$ cat src/hdl/pfd_pkg.sv
// Shared constants and types of the preamble frame deframer.
package pfd_pkg;

   localparam int MAX_PAYLOAD = 512;
   localparam int IDX_W = (MAX_PAYLOAD > 1) ? $clog2(MAX_PAYLOAD) : 1;
   localparam int QUEUE_DEPTH = 2;
   localparam int QPTR_W = $clog2(QUEUE_DEPTH);
   localparam int QCNT_W = $clog2(QUEUE_DEPTH + 1);

   localparam logic [7:0] PRE_BYTE = 8'h55;
   localparam logic [7:0] SFD_BYTE = 8'hd5;
   localparam logic [2:0] PRE_LAST = 3'd6;

   typedef enum logic [3:0] {
      ST_PRE,
      ST_SFD,
      ST_TYPE_LO,
      ST_TYPE_HI,
      ST_LEN_LO,
      ST_LEN_HI,
      ST_PAYLOAD,
      ST_CHECK_A,
      ST_CHECK_B
   } parse_state_type;

   typedef enum logic [1:0] {
      KIND_DATA = 2'd0,
      KIND_GOOD = 2'd1,
      KIND_BAD  = 2'd2
   } result_kind_type;

   typedef struct packed {
      logic        verdict;
      logic        good;
      logic [7:0]  data;
      logic [8:0]  index;
      logic [15:0] ftype;
      logic [9:0]  flen;
   } pfd_entry_type;

endpackage

$ cat src/hdl/pfd_if.sv
// Request and response channel interfaces of the deframer.
interface pfd_req_if;
   logic       valid;
   logic       ready;
   logic [7:0] rx_byte;
   modport source (output valid, output rx_byte, input ready);
   modport sink (input valid, input rx_byte, output ready);
endinterface

interface pfd_rsp_if;
   logic        valid;
   logic        ready;
   logic [1:0]  result_kind;
   logic [7:0]  data_byte;
   logic [8:0]  byte_index;
   logic [15:0] frame_type;
   logic [9:0]  frame_length;
   logic        last;
   modport source (output valid, output result_kind, output data_byte, output byte_index,
                   output frame_type, output frame_length, output last, input ready);
   modport sink (input valid, input result_kind, input data_byte, input byte_index,
                 input frame_type, input frame_length, input last, output ready);
endinterface

$ cat src/hdl/preamble_frame_deframer_top.sv
// Top level of the preamble frame deframer.
// Takes one received byte per request and accepts a new byte every clock cycle while the
// response side keeps up. A byte is parsed in the cycle it is offered, and its response
// entry enters a two-entry queue at the accepting edge. The output register loads it from
// the queue once the register is free or its response is taken, and the response is valid
// while it sits there. Payload bytes come out as they arrive; a frame whose first check byte
// matched ends with one verdict response (good or bad) carrying type and length. Bytes
// that cause no response (preamble, header, first check byte) are taken at full rate too.
// When the response side stalls, the queue and output register absorb up to three
// responses before request ready drops.
module preamble_frame_deframer_top import pfd_pkg::*; (
   input  logic      clock,
   input  logic      reset,
   pfd_req_if.sink   req_ch,
   pfd_rsp_if.source rsp_ch
);

   logic          q_push;
   logic          q_pop;
   logic          q_full;
   logic          q_empty;
   pfd_entry_type q_in_entry;
   pfd_entry_type q_head;

   pfd_front u_front (
      .clock   (clock),
      .reset   (reset),
      .req_ch  (req_ch),
      .q_full  (q_full),
      .q_push  (q_push),
      .q_entry (q_in_entry)
   );

   pfd_queue u_queue (
      .clock      (clock),
      .reset      (reset),
      .push       (q_push),
      .push_entry (q_in_entry),
      .pop        (q_pop),
      .head_entry (q_head),
      .full       (q_full),
      .empty      (q_empty)
   );

   pfd_back u_back (
      .clock   (clock),
      .reset   (reset),
      .q_empty (q_empty),
      .q_head  (q_head),
      .q_pop   (q_pop),
      .rsp_ch  (rsp_ch)
   );

endmodule

$ cat src/hdl/pfd_front.sv
// Front part: preamble hunt, header capture, check sums and result entry generation.
module pfd_front import pfd_pkg::*; (
   input  logic          clock,
   input  logic          reset,
   pfd_req_if.sink       req_ch,
   input  logic          q_full,
   output logic          q_push,
   output pfd_entry_type q_entry
);

   parse_state_type state_ff, state_in;
   logic [2:0]       pre_cnt_ff, pre_cnt_in;
   logic [IDX_W-1:0] idx_ff, idx_in;
   logic [7:0]       sum_a_ff, sum_a_in;
   logic [7:0]       sum_b_ff, sum_b_in;
   logic [15:0]      type_ff, type_in;
   logic [15:0]      len_ff, len_in;

   logic        accept;
   logic [7:0]  b;
   logic [15:0] full_len;
   logic [15:0] idx_next;
   logic [15:0] idx_wide;

   assign req_ch.ready = !q_full;
   assign accept = req_ch.valid && !q_full;
   assign b = req_ch.rx_byte;
   assign full_len = {b, len_ff[7:0]};
   assign idx_wide = 16'(idx_ff);
   assign idx_next = idx_wide + 16'd1;

   // next state
   always_comb begin
      state_in = state_ff;
      if (accept) begin
         case (state_ff)
            ST_PRE: begin
               if (b == PRE_BYTE && pre_cnt_ff == PRE_LAST) state_in = ST_SFD;
            end
            ST_SFD:     state_in = (b == SFD_BYTE) ? ST_TYPE_LO : ST_PRE;
            ST_TYPE_LO: state_in = ST_TYPE_HI;
            ST_TYPE_HI: state_in = ST_LEN_LO;
            ST_LEN_LO:  state_in = ST_LEN_HI;
            ST_LEN_HI: begin
               if (32'(full_len) > 32'(MAX_PAYLOAD)) state_in = ST_PRE;
               else if (full_len == 16'd0) state_in = ST_CHECK_A;
               else state_in = ST_PAYLOAD;
            end
            ST_PAYLOAD: begin
               if (idx_next == len_ff) state_in = ST_CHECK_A;
            end
            ST_CHECK_A: state_in = (b == sum_a_ff) ? ST_CHECK_B : ST_PRE;
            ST_CHECK_B: state_in = ST_PRE;
            default:    state_in = ST_PRE;
         endcase
      end
   end

   // outputs
   always_comb begin
      q_push = 1'b0;
      q_entry.verdict = 1'b0;
      q_entry.good = 1'b0;
      q_entry.data = b;
      q_entry.index = idx_wide[8:0];
      q_entry.ftype = type_ff;
      q_entry.flen = len_ff[9:0];
      case (state_ff)
         ST_PAYLOAD: begin
            q_push = accept;
         end
         ST_CHECK_B: begin
            q_push = accept;
            q_entry.verdict = 1'b1;
            q_entry.good = (b == sum_b_ff);
         end
         default: begin
            q_push = 1'b0;
         end
      endcase
   end

   // datapath next values
   always_comb begin
      pre_cnt_in = pre_cnt_ff;
      idx_in = idx_ff;
      sum_a_in = sum_a_ff;
      sum_b_in = sum_b_ff;
      type_in = type_ff;
      len_in = len_ff;
      if (accept) begin
         case (state_ff)
            ST_PRE: begin
               if (b == PRE_BYTE && pre_cnt_ff != PRE_LAST) pre_cnt_in = pre_cnt_ff + 3'd1;
               else pre_cnt_in = 3'd0;
            end
            ST_TYPE_LO: begin
               sum_a_in = b;
               sum_b_in = b;
               type_in = {8'd0, b};
            end
            ST_TYPE_HI: begin
               sum_a_in = sum_a_ff + b;
               sum_b_in = sum_b_ff + sum_a_ff + b;
               type_in = {b, type_ff[7:0]};
            end
            ST_LEN_LO: begin
               sum_a_in = sum_a_ff + b;
               sum_b_in = sum_b_ff + sum_a_ff + b;
               len_in = {8'd0, b};
            end
            ST_LEN_HI: begin
               sum_a_in = sum_a_ff + b;
               sum_b_in = sum_b_ff + sum_a_ff + b;
               len_in = full_len;
               idx_in = '0;
            end
            ST_PAYLOAD: begin
               sum_a_in = sum_a_ff + b;
               sum_b_in = sum_b_ff + sum_a_ff + b;
               idx_in = idx_next[IDX_W-1:0];
            end
            default: begin
               pre_cnt_in = 3'd0;
            end
         endcase
      end
   end

   always_ff @(posedge clock) begin
      if (reset) begin
         state_ff <= ST_PRE;
         pre_cnt_ff <= 3'd0;
         idx_ff <= '0;
         sum_a_ff <= 8'd0;
         sum_b_ff <= 8'd0;
         type_ff <= 16'd0;
         len_ff <= 16'd0;
      end else begin
         state_ff <= state_in;
         pre_cnt_ff <= pre_cnt_in;
         idx_ff <= idx_in;
         sum_a_ff <= sum_a_in;
         sum_b_ff <= sum_b_in;
         type_ff <= type_in;
         len_ff <= len_in;
      end
   end

endmodule

$ cat src/hdl/pfd_queue.sv
// Short queue of result entries between the front and back parts.
module pfd_queue import pfd_pkg::*; (
   input  logic          clock,
   input  logic          reset,
   input  logic          push,
   input  pfd_entry_type push_entry,
   input  logic          pop,
   output pfd_entry_type head_entry,
   output logic          full,
   output logic          empty
);

   pfd_entry_type     slot_ff [QUEUE_DEPTH];
   logic [QPTR_W-1:0] wr_ptr_ff, wr_ptr_in;
   logic [QPTR_W-1:0] rd_ptr_ff, rd_ptr_in;
   logic [QCNT_W-1:0] count_ff, count_in;

   assign full = (count_ff == QCNT_W'(QUEUE_DEPTH));
   assign empty = (count_ff == '0);
   assign head_entry = slot_ff[rd_ptr_ff];

   always_comb begin
      wr_ptr_in = push ? wr_ptr_ff + QPTR_W'(1) : wr_ptr_ff;
      rd_ptr_in = pop ? rd_ptr_ff + QPTR_W'(1) : rd_ptr_ff;
      count_in = count_ff;
      if (push && !pop) count_in = count_ff + QCNT_W'(1);
      else if (pop && !push) count_in = count_ff - QCNT_W'(1);
   end

   always_ff @(posedge clock) begin
      if (push) begin
         slot_ff[wr_ptr_ff] <= push_entry;
      end
   end

   always_ff @(posedge clock) begin
      if (reset) begin
         wr_ptr_ff <= '0;
         rd_ptr_ff <= '0;
         count_ff <= '0;
      end else begin
         wr_ptr_ff <= wr_ptr_in;
         rd_ptr_ff <= rd_ptr_in;
         count_ff <= count_in;
      end
   end

endmodule

$ cat src/hdl/pfd_back.sv
// Back part: expands queued entries into response items and holds them in the output register.
module pfd_back import pfd_pkg::*; (
   input  logic          clock,
   input  logic          reset,
   input  logic          q_empty,
   input  pfd_entry_type q_head,
   output logic          q_pop,
   pfd_rsp_if.source     rsp_ch
);

   logic            valid_ff, valid_in;
   result_kind_type kind_ff, kind_in;
   logic [7:0]      data_ff, data_in;
   logic [8:0]      index_ff, index_in;
   logic [15:0]     type_ff, type_in;
   logic [9:0]      len_ff, len_in;
   logic            last_ff, last_in;

   assign q_pop = !q_empty && (!valid_ff || rsp_ch.ready);

   always_comb begin
      valid_in = valid_ff;
      kind_in = kind_ff;
      data_in = data_ff;
      index_in = index_ff;
      type_in = type_ff;
      len_in = len_ff;
      last_in = last_ff;
      if (q_pop) begin
         valid_in = 1'b1;
         if (q_head.verdict) begin
            kind_in = q_head.good ? KIND_GOOD : KIND_BAD;
            data_in = 8'd0;
            index_in = 9'd0;
         end else begin
            kind_in = KIND_DATA;
            data_in = q_head.data;
            index_in = q_head.index;
         end
         type_in = q_head.ftype;
         len_in = q_head.flen;
         last_in = q_head.verdict;
      end else if (rsp_ch.ready) begin
         valid_in = 1'b0;
      end
   end

   always_ff @(posedge clock) begin
      if (reset) begin
         valid_ff <= 1'b0;
      end else begin
         valid_ff <= valid_in;
      end
   end

   always_ff @(posedge clock) begin
      kind_ff <= kind_in;
      data_ff <= data_in;
      index_ff <= index_in;
      type_ff <= type_in;
      len_ff <= len_in;
      last_ff <= last_in;
   end

   assign rsp_ch.valid = valid_ff;
   assign rsp_ch.result_kind = kind_ff;
   assign rsp_ch.data_byte = data_ff;
   assign rsp_ch.byte_index = index_ff;
   assign rsp_ch.frame_type = type_ff;
   assign rsp_ch.frame_length = len_ff;
   assign rsp_ch.last = last_ff;

endmodule
$ cat src/flat_wrapper.sv
// flat-port wrapper written by rule: the top's interface ports become plain ports
module preamble_frame_deframer_top_flat import pfd_pkg::*;
  (clock, reset, req_ch_valid, req_ch_rx_byte, req_ch_ready, rsp_ch_valid, rsp_ch_result_kind, rsp_ch_data_byte, rsp_ch_byte_index, rsp_ch_frame_type, rsp_ch_frame_length, rsp_ch_last, rsp_ch_ready);
  pfd_req_if req_ch_i ();
  pfd_rsp_if rsp_ch_i ();
  input  logic clock;
  input  logic reset;
  input wire logic [$bits(req_ch_i.valid)-1:0] req_ch_valid;
  input wire logic [$bits(req_ch_i.rx_byte)-1:0] req_ch_rx_byte;
  output wire logic [$bits(req_ch_i.ready)-1:0] req_ch_ready;
  output wire logic [$bits(rsp_ch_i.valid)-1:0] rsp_ch_valid;
  output wire logic [$bits(rsp_ch_i.result_kind)-1:0] rsp_ch_result_kind;
  output wire logic [$bits(rsp_ch_i.data_byte)-1:0] rsp_ch_data_byte;
  output wire logic [$bits(rsp_ch_i.byte_index)-1:0] rsp_ch_byte_index;
  output wire logic [$bits(rsp_ch_i.frame_type)-1:0] rsp_ch_frame_type;
  output wire logic [$bits(rsp_ch_i.frame_length)-1:0] rsp_ch_frame_length;
  output wire logic [$bits(rsp_ch_i.last)-1:0] rsp_ch_last;
  input wire logic [$bits(rsp_ch_i.ready)-1:0] rsp_ch_ready;
  assign req_ch_i.valid = req_ch_valid;
  assign req_ch_i.rx_byte = req_ch_rx_byte;
  assign req_ch_ready = req_ch_i.ready;
  assign rsp_ch_valid = rsp_ch_i.valid;
  assign rsp_ch_result_kind = rsp_ch_i.result_kind;
  assign rsp_ch_data_byte = rsp_ch_i.data_byte;
  assign rsp_ch_byte_index = rsp_ch_i.byte_index;
  assign rsp_ch_frame_type = rsp_ch_i.frame_type;
  assign rsp_ch_frame_length = rsp_ch_i.frame_length;
  assign rsp_ch_last = rsp_ch_i.last;
  assign rsp_ch_i.ready = rsp_ch_ready;
  preamble_frame_deframer_top u_core (.clock(clock), .reset(reset), .req_ch(req_ch_i), .rsp_ch(rsp_ch_i));
endmodule
$ cat config.mk
export PLATFORM = sky130hd
export DESIGN_NAME = preamble_frame_deframer_top_flat
export DESIGN_NICKNAME = d
export VERILOG_FILES = /design/src/hdl/pfd_pkg.sv /design/src/hdl/pfd_if.sv /design/src/hdl/preamble_frame_deframer_top.sv /design/src/hdl/pfd_front.sv /design/src/hdl/pfd_queue.sv /design/src/hdl/pfd_back.sv /design/src/flat_wrapper.sv
export SDC_FILE = /design/constraint.sdc
export NUM_CORES = 1
export LEC_CHECK = 0
export BUFFER_PORTS_ARGS = -buffer_cell sky130_fd_sc_hd__clkbuf_2
export CORE_MARGIN = 8
export CORE_UTILIZATION = 28
export DETAILED_ROUTE_END_ITERATION = 12
export PLACE_DENSITY_LB_ADDON = 0.15
export SLEW_MARGIN = 20
export SYNTH_ARGS = -nofsm -noshare
export SYNTH_HDL_FRONTEND = slang
export SYNTH_SLANG_ARGS = --single-unit
$ cat constraint.sdc
create_clock -name clock -period 4.5 [get_ports clock]
set_clock_uncertainty 0.2 [all_clocks]
set_input_delay 0.9 -clock clock [delete_from_list [all_inputs] [get_ports clock]]
set_output_delay 0.9 -clock clock [all_outputs]
set_load 0.05 [all_outputs]
-- After elaboration in Yosys (flattened, before gate mapping)
Memory sizes are Yosys's and may differ from the RTL's. A register that Yosys moved wholly into a read port is not among the register bits.
Cells that the tools add are included.
- register bits after elaboration: 115
- memory bits (writable): 90
- input port bits: 12
- logic and storage cells: 108
- memories: 1
- add/sub/neg operators: 9
- order comparisons: 1
- eq/ne operators: 18
- mux-type cells: 25
- bitwise operators: 3
- reduce and logical (&&, ||, !) cells: 32
- memory list (memory ; words ; width ; rd ports ; clocked after memory_dff ; wr ports ; line ; source):
    u_core.u_queue.slot_ff ; 2 ; 45 ; 1 ; 1 ; 1 ; pfd_queue.sv:13 ; pfd_entry_type slot_ff [QUEUE_DEPTH];
- operator list (kind ; count):
    $pmux 16 s2 ; 2
    $pmux 4 s8 ; 1
    $pmux 8 s2 ; 2
    $add 8x8->8 ; 3
    $pmux 9 s2 ; 1
    $eq 10x16->1 ; 1
    $eq 4x3->1 const B ; 4
    $eq 8x8->1 ; 2
    $gt 16x10->1 const B ; 1
    $logic_not 16->1 ; 1
    $mux 4 ; 3
    $reduce_bool 2->1 ; 6
    $add 9x1->10 const B ; 1
    $mux 2 ; 5
    $reduce_and 2->1 ; 5
    $reduce_and 3->1 ; 3
    $eq 4x2->1 const B ; 2
    $eq 8x7->1 const B ; 1
    $eq 8x8->1 const B ; 1
    $mux 1 ; 8
    $logic_and 1x1->1 ; 6
    $mux 3 ; 2
    $pmux 3 s2 ; 1
    $logic_not 1->1 ; 5
    17 further kinds ; 21

-- Logic depth before layout (Yosys ltp)
- depth after elaboration: 8
- mapped depth: 12
- depth with buffers taken out: 11

-- Modules after synthesis
Synthesis repeated with hierarchy kept, for this count alone.
- cells, all modules: 734
- area total of the unflattened synthesis: 9112.5 um^2
- by module, submodules not included (module ; times used ; cells each ; area an instance (um^2) ; seq. area each (um^2)):
    pfd_front ; 1 ; 502 ; 4085.2 ; 1281.2
    pfd_queue ; 1 ; 162 ; 3467.1 ; 2802.7
    pfd_back ; 1 ; 70 ; 1560.2 ; 1401.3

-- Worst setup path after synthesis
No wires, ideal clock.
- path kind: register to register
- start point: reg u_core.u_queue.count_ff[0]
- end point: mem u_core.u_queue.slot_ff[0][0] (netlist bit) (enable)
- setup time: 0.448 ns
- arrival time: 3.340 ns
- required time: 3.852 ns
- slack: 0.512 ns
- cell stages (with the launch flop): 6
- path buffers: 1
- clock period less this slack: 3.988 ns
- path through: dfxtp_1 nand2b_1 and2_1 clkbuf_1 o21ai_1 nor2_1
- cells in the longest elaborated chain, start to end: 6
- RTL lines (item ; line ; source):
    start, declared ; pfd_queue.sv:16 ; logic [QCNT_W-1:0] count_ff, count_in;
    start signal, assigned ; pfd_queue.sv:44 ; count_ff <= count_in;
    $eq 2x2->1 ; pfd_queue.sv:18 ; assign full = (count_ff == QCNT_W'(QUEUE_DEPTH));
    $logic_not 1->1 ; - ;
    via req_ch_ready ; flat_wrapper.sv:10 ; output wire logic [$bits(req_ch_i.ready)-1:0] req_ch_ready;
    $logic_and 1x1->1 ; pfd_front.sv:26 ; assign accept = req_ch.valid && !q_full;
    $mux 1 ; pfd_front.sv:68 ; case (state_ff)
    $mux 1 ; pfd_queue.sv:31 ; if (push) begin
    $mux 1 (not written as such) ; pfd_queue.sv:32 ; slot_ff[wr_ptr_ff] <= push_entry;
    end, declared ; pfd_queue.sv:13 ;
The timed path passes the listed nets, and every way through them passes these cells.

-- Final worst setup path
- start point: in req_ch_rx_byte[1]
- end point: reg u_core.u_front.sum_b_ff[7]
- cells in the longest elaborated chain, start to end: 2
- RTL lines (item ; line ; source):
    start, declared ; flat_wrapper.sv:9 ; input wire logic [$bits(req_ch_i.rx_byte)-1:0] req_ch_rx_byte;
    $add 8x8->8 ; - ;
    $pmux 8 s2 ; pfd_front.sv:92 ; case (state_ff)
    end signal, assigned ; pfd_front.sv:144 ; sum_b_ff <= sum_b_in;
    end, declared ; pfd_front.sv:15 ; logic [7:0] sum_b_ff, sum_b_in;
No other way between the ends.
A chain may end at the register's enable or synchronous reset.

==> results.cfg <==
[run_status]
status = finished clean

[floorplan]
die_area_um2 = 37960
core_um2 = 31560
io_pins = 60
die_h_um = 194.8
die_w_um = 194.8
start_util_pct = 28.38
rows = 65

[critical_path]
cp-start-kind = primary input
endpoint_kind = register
r2r_cells = 9
critical_path_arrival_ns = 3.54
cp-startpoint = req_ch_rx_byte[1]
worstSetupPathType = in -> reg
worstReg2RegEnd = u_core.u_front.sum_b_ff[7]
critPathMaxFanout = 13
reg2reg_from = u_core.u_front.sum_a_ff[1]
cp.required_ns = 4.73
r2r_slack_ns = 1.42

[clock_network]
tritoncts = yes
cts_buffers = 25
clkSlewWorstSetupHoldPaths_ns = 0.06
cts_hold_buf = 0
cts_buffer_depth = 3
ctsHtreeMaxLevel = 1
clk_latency_ns = 0.52
clk_root_buffer_cell = clkbuf_16
cts_resized = 0
post_cts_buffers = 0
clock_sinks = 206

[pwr]
power_uw = 4039
p_int_uw = 3204
seq_power_share_pct = 49.4
power_density_nw_per_um2 = 384.8
ir_drop_mv = 0.2419
p_comb_share_pct = 1.7
p_sw_uw = 835.2
leakagePower_uw = 0.003949
p_clk_share_pct = 48.9
p_sw_share_pct = 20.68

[final_layout]
syn2layout_area_growth_pct = 17.21
seqCellArea_um2 = 5487
multi_input_area_um2 = 3258
final_common_cell = edfxtp_1
fin_util_pct = 33.27
drive_gt1_share_pct = 18.22
num-fill-cells = 3203
nets = 838
diodes = 0
final_cell_mix = 136 x edfxtp_1, 95 x nor2_1, 69 x dfxtp_1

[sta]
relSlewSlack_pct = 32.02
maxSlewViolCount = 0
setup_viol = 0
rsz0062_at_grt = no
period_share_pct = 73.61
tightest_slew_ns = 1.014
max_freq_mhz = 301.9
fin_tns_setup_ns = 0
hold_viol_final = 0
period_needed_ns = 3.312

[synth]
yosys_warnings = 0
async_reset_ff_share_pct = 0
syn_area_um2 = 8956
syn-num-nets = 786
ys_seq_area_share_pct = 61.25
ys.flop_type = edfxtp_1
avgSynthCellArea_um2 = 11.97
synth_edf_count = 136
synth-seq-cells = 206
syn_inst = 748
ys_types = 60

[worst_hold_path]
holdPathEnd = u_core.u_queue.slot_ff[1][25]
hp-class = reg -> reg
holdPathStages = 0
hold_path_startpoint = u_core.u_front.type_ff[15]

[detailed_routing]
vias = 5698
drt_first_iter_violations = 261
detail_route.wl_per_cell_um = 17.05
ant_nets = 0
drt_wl_total_um = 20810
drc = 0
routed_via_density = 4.670
drtPass1Iterations = 4

[global_routing]
grt_max_degree = 46
grt_pass1_wl_um = 33310
antenna_found_initial = 0
grt_usage_pct = 10.83
grt_pass1_vias = 5822
grt_overflow = 0

[run]
drv_cap = 0

[placement]
dp_hpwl_um = 13640
portBuffers = 59
globalplace.congestion = 0.7662
-- power by group through the flow --
| stage | registers, uW | logic, uW | clock network (uW) |
|---|---|---|---|
| after floorplan | 2030 | 41.0 | 0 |
| after global placement | 2030 | 69.6 | 0 |
| after detailed placement | 2030 | 69.7 | 0 |
| after CTS | 1990 | 70.1 | 2040 |
| after global routing | 1990 | 77.0 | 2110 |
| final | 1990 | 68.1 | 1980 |
-- flip-flops by register name (all words and copies together) (netlist names), 8 cells and up, named ones only --
signal / cells
u_core.u_queue.slot_ff: 90
u_core.u_back.rsp_ch.frame_type: 16
u_core.u_front.len_ff: 16
u_core.u_front.type_ff: 16
u_core.u_back.rsp_ch.frame_length: 10
u_core.u_back.rsp_ch.byte_index: 9
u_core.u_front.idx_ff: 9
u_core.u_back.rsp_ch.data_byte: 8
u_core.u_front.sum_a_ff: 8
u_core.u_front.sum_b_ff: 8
-- how the worst max path moves through the flow --
| stage | endpoint | slack [ns] | cells after the start |
|---|---|---|---|
| 2_1_floorplan | u_core.u_queue.slot_ff[0][0] | 0.51 | 5 |
| 3_3_place_gp | u_core.u_front.sum_b_ff[7] | 0.72 | 10 |
| 3_5_place_dp | u_core.u_front.sum_b_ff[7] | 0.68 | 10 |
| 4_1_cts | u_core.u_front.sum_b_ff[7] | 1.19 | 10 |
| 5_1_grt | u_core.u_front.sum_b_ff[7] | 0.98 | 10 |
| 6_report | u_core.u_front.sum_b_ff[7] | 1.19 | 10 |
-- Yosys cell counts, types with 7 or more instances --
cell      instances  area [um2]
a211oi_1          9       67.56
a21oi_1          62       310.3
clkbuf_1         41       153.9
dfxtp_1          70        1401
edfxtp_1        136        4084
fa_1              9       180.2
ha_1             17       212.7
inv_1            12       45.04
mux2_2           27       304.0
mux2i_1          31       310.3
nand2_1          44       165.2
nand2b_1          8       50.05
nand3_1          13       65.06
nor2_1           97       364.1
nor2b_1           7       43.79
nor3_1           12       60.06
nor4_1           11       68.82
o21ai_0          15       75.07
o21ai_1          17       85.08
xnor2_1          17       148.9
xor2_1           12       105.1
-- metal layers --
layer,vias to the layer above,track usage (%),share of wire (%)
li1,2843,-,-
met4,0,2.386,1.4
met5,-,0,0
met2,89,17.90,47
met3,23,2.315,5.1
met1,2743,14.38,47
-- logic make-up (layout without fill, tap and decap cells) --
group | after synthesis | count (layout) | synth area share (%)
AND/OR/NAND/NOR | 234 | 234 | 12.73
flip-flops | 206 | 206 | 61.25
AO/OA/AOI/OAI | 136 | 136 | 9.402
buffers and inverters | 59 | 129 | 2.543
multiplexers | 58 | 58 | 6.859
XOR/XNOR | 29 | 29 | 2.836
adder cells (fa/ha/maj) | 26 | 26 | 4.387
-- final cells by class --
type	count	share of cell area [%]
clock inverters	12	1.204
inverters	12	0.4291
flip-flops and latches	206	52.26
multi-input cells	483	31.04
well taps	402	4.791
clock buffers	33	6.532
repair buffers	72	3.743
-- per-stage QoR --
stage               cells  hold WS, ns  setup slack [ns]  instance area, um2
detailed placement   1175       0.2475            0.6816                9686
global route         1220       0.2649            0.9830               10500
CTS                  1220       0.2582             1.189               10500
finish               1220       0.2613             1.188               10500
floorplan             748       0.2222            0.5119                8956
global placement     1175       0.2401            0.7233                9686
-- critical path, stage by stage --
cell,delay (ns)
clkbuf_2,0.22
fa_1,0.53
ha_1,0.24
fa_1,0.42
a211oi_1,0.34
o21bai_1,0.12
a21oi_1,0.22
mux2i_1,0.24
xnor2_1,0.08
a211oi_1,0.22
(Power assumes the default switching activity.)
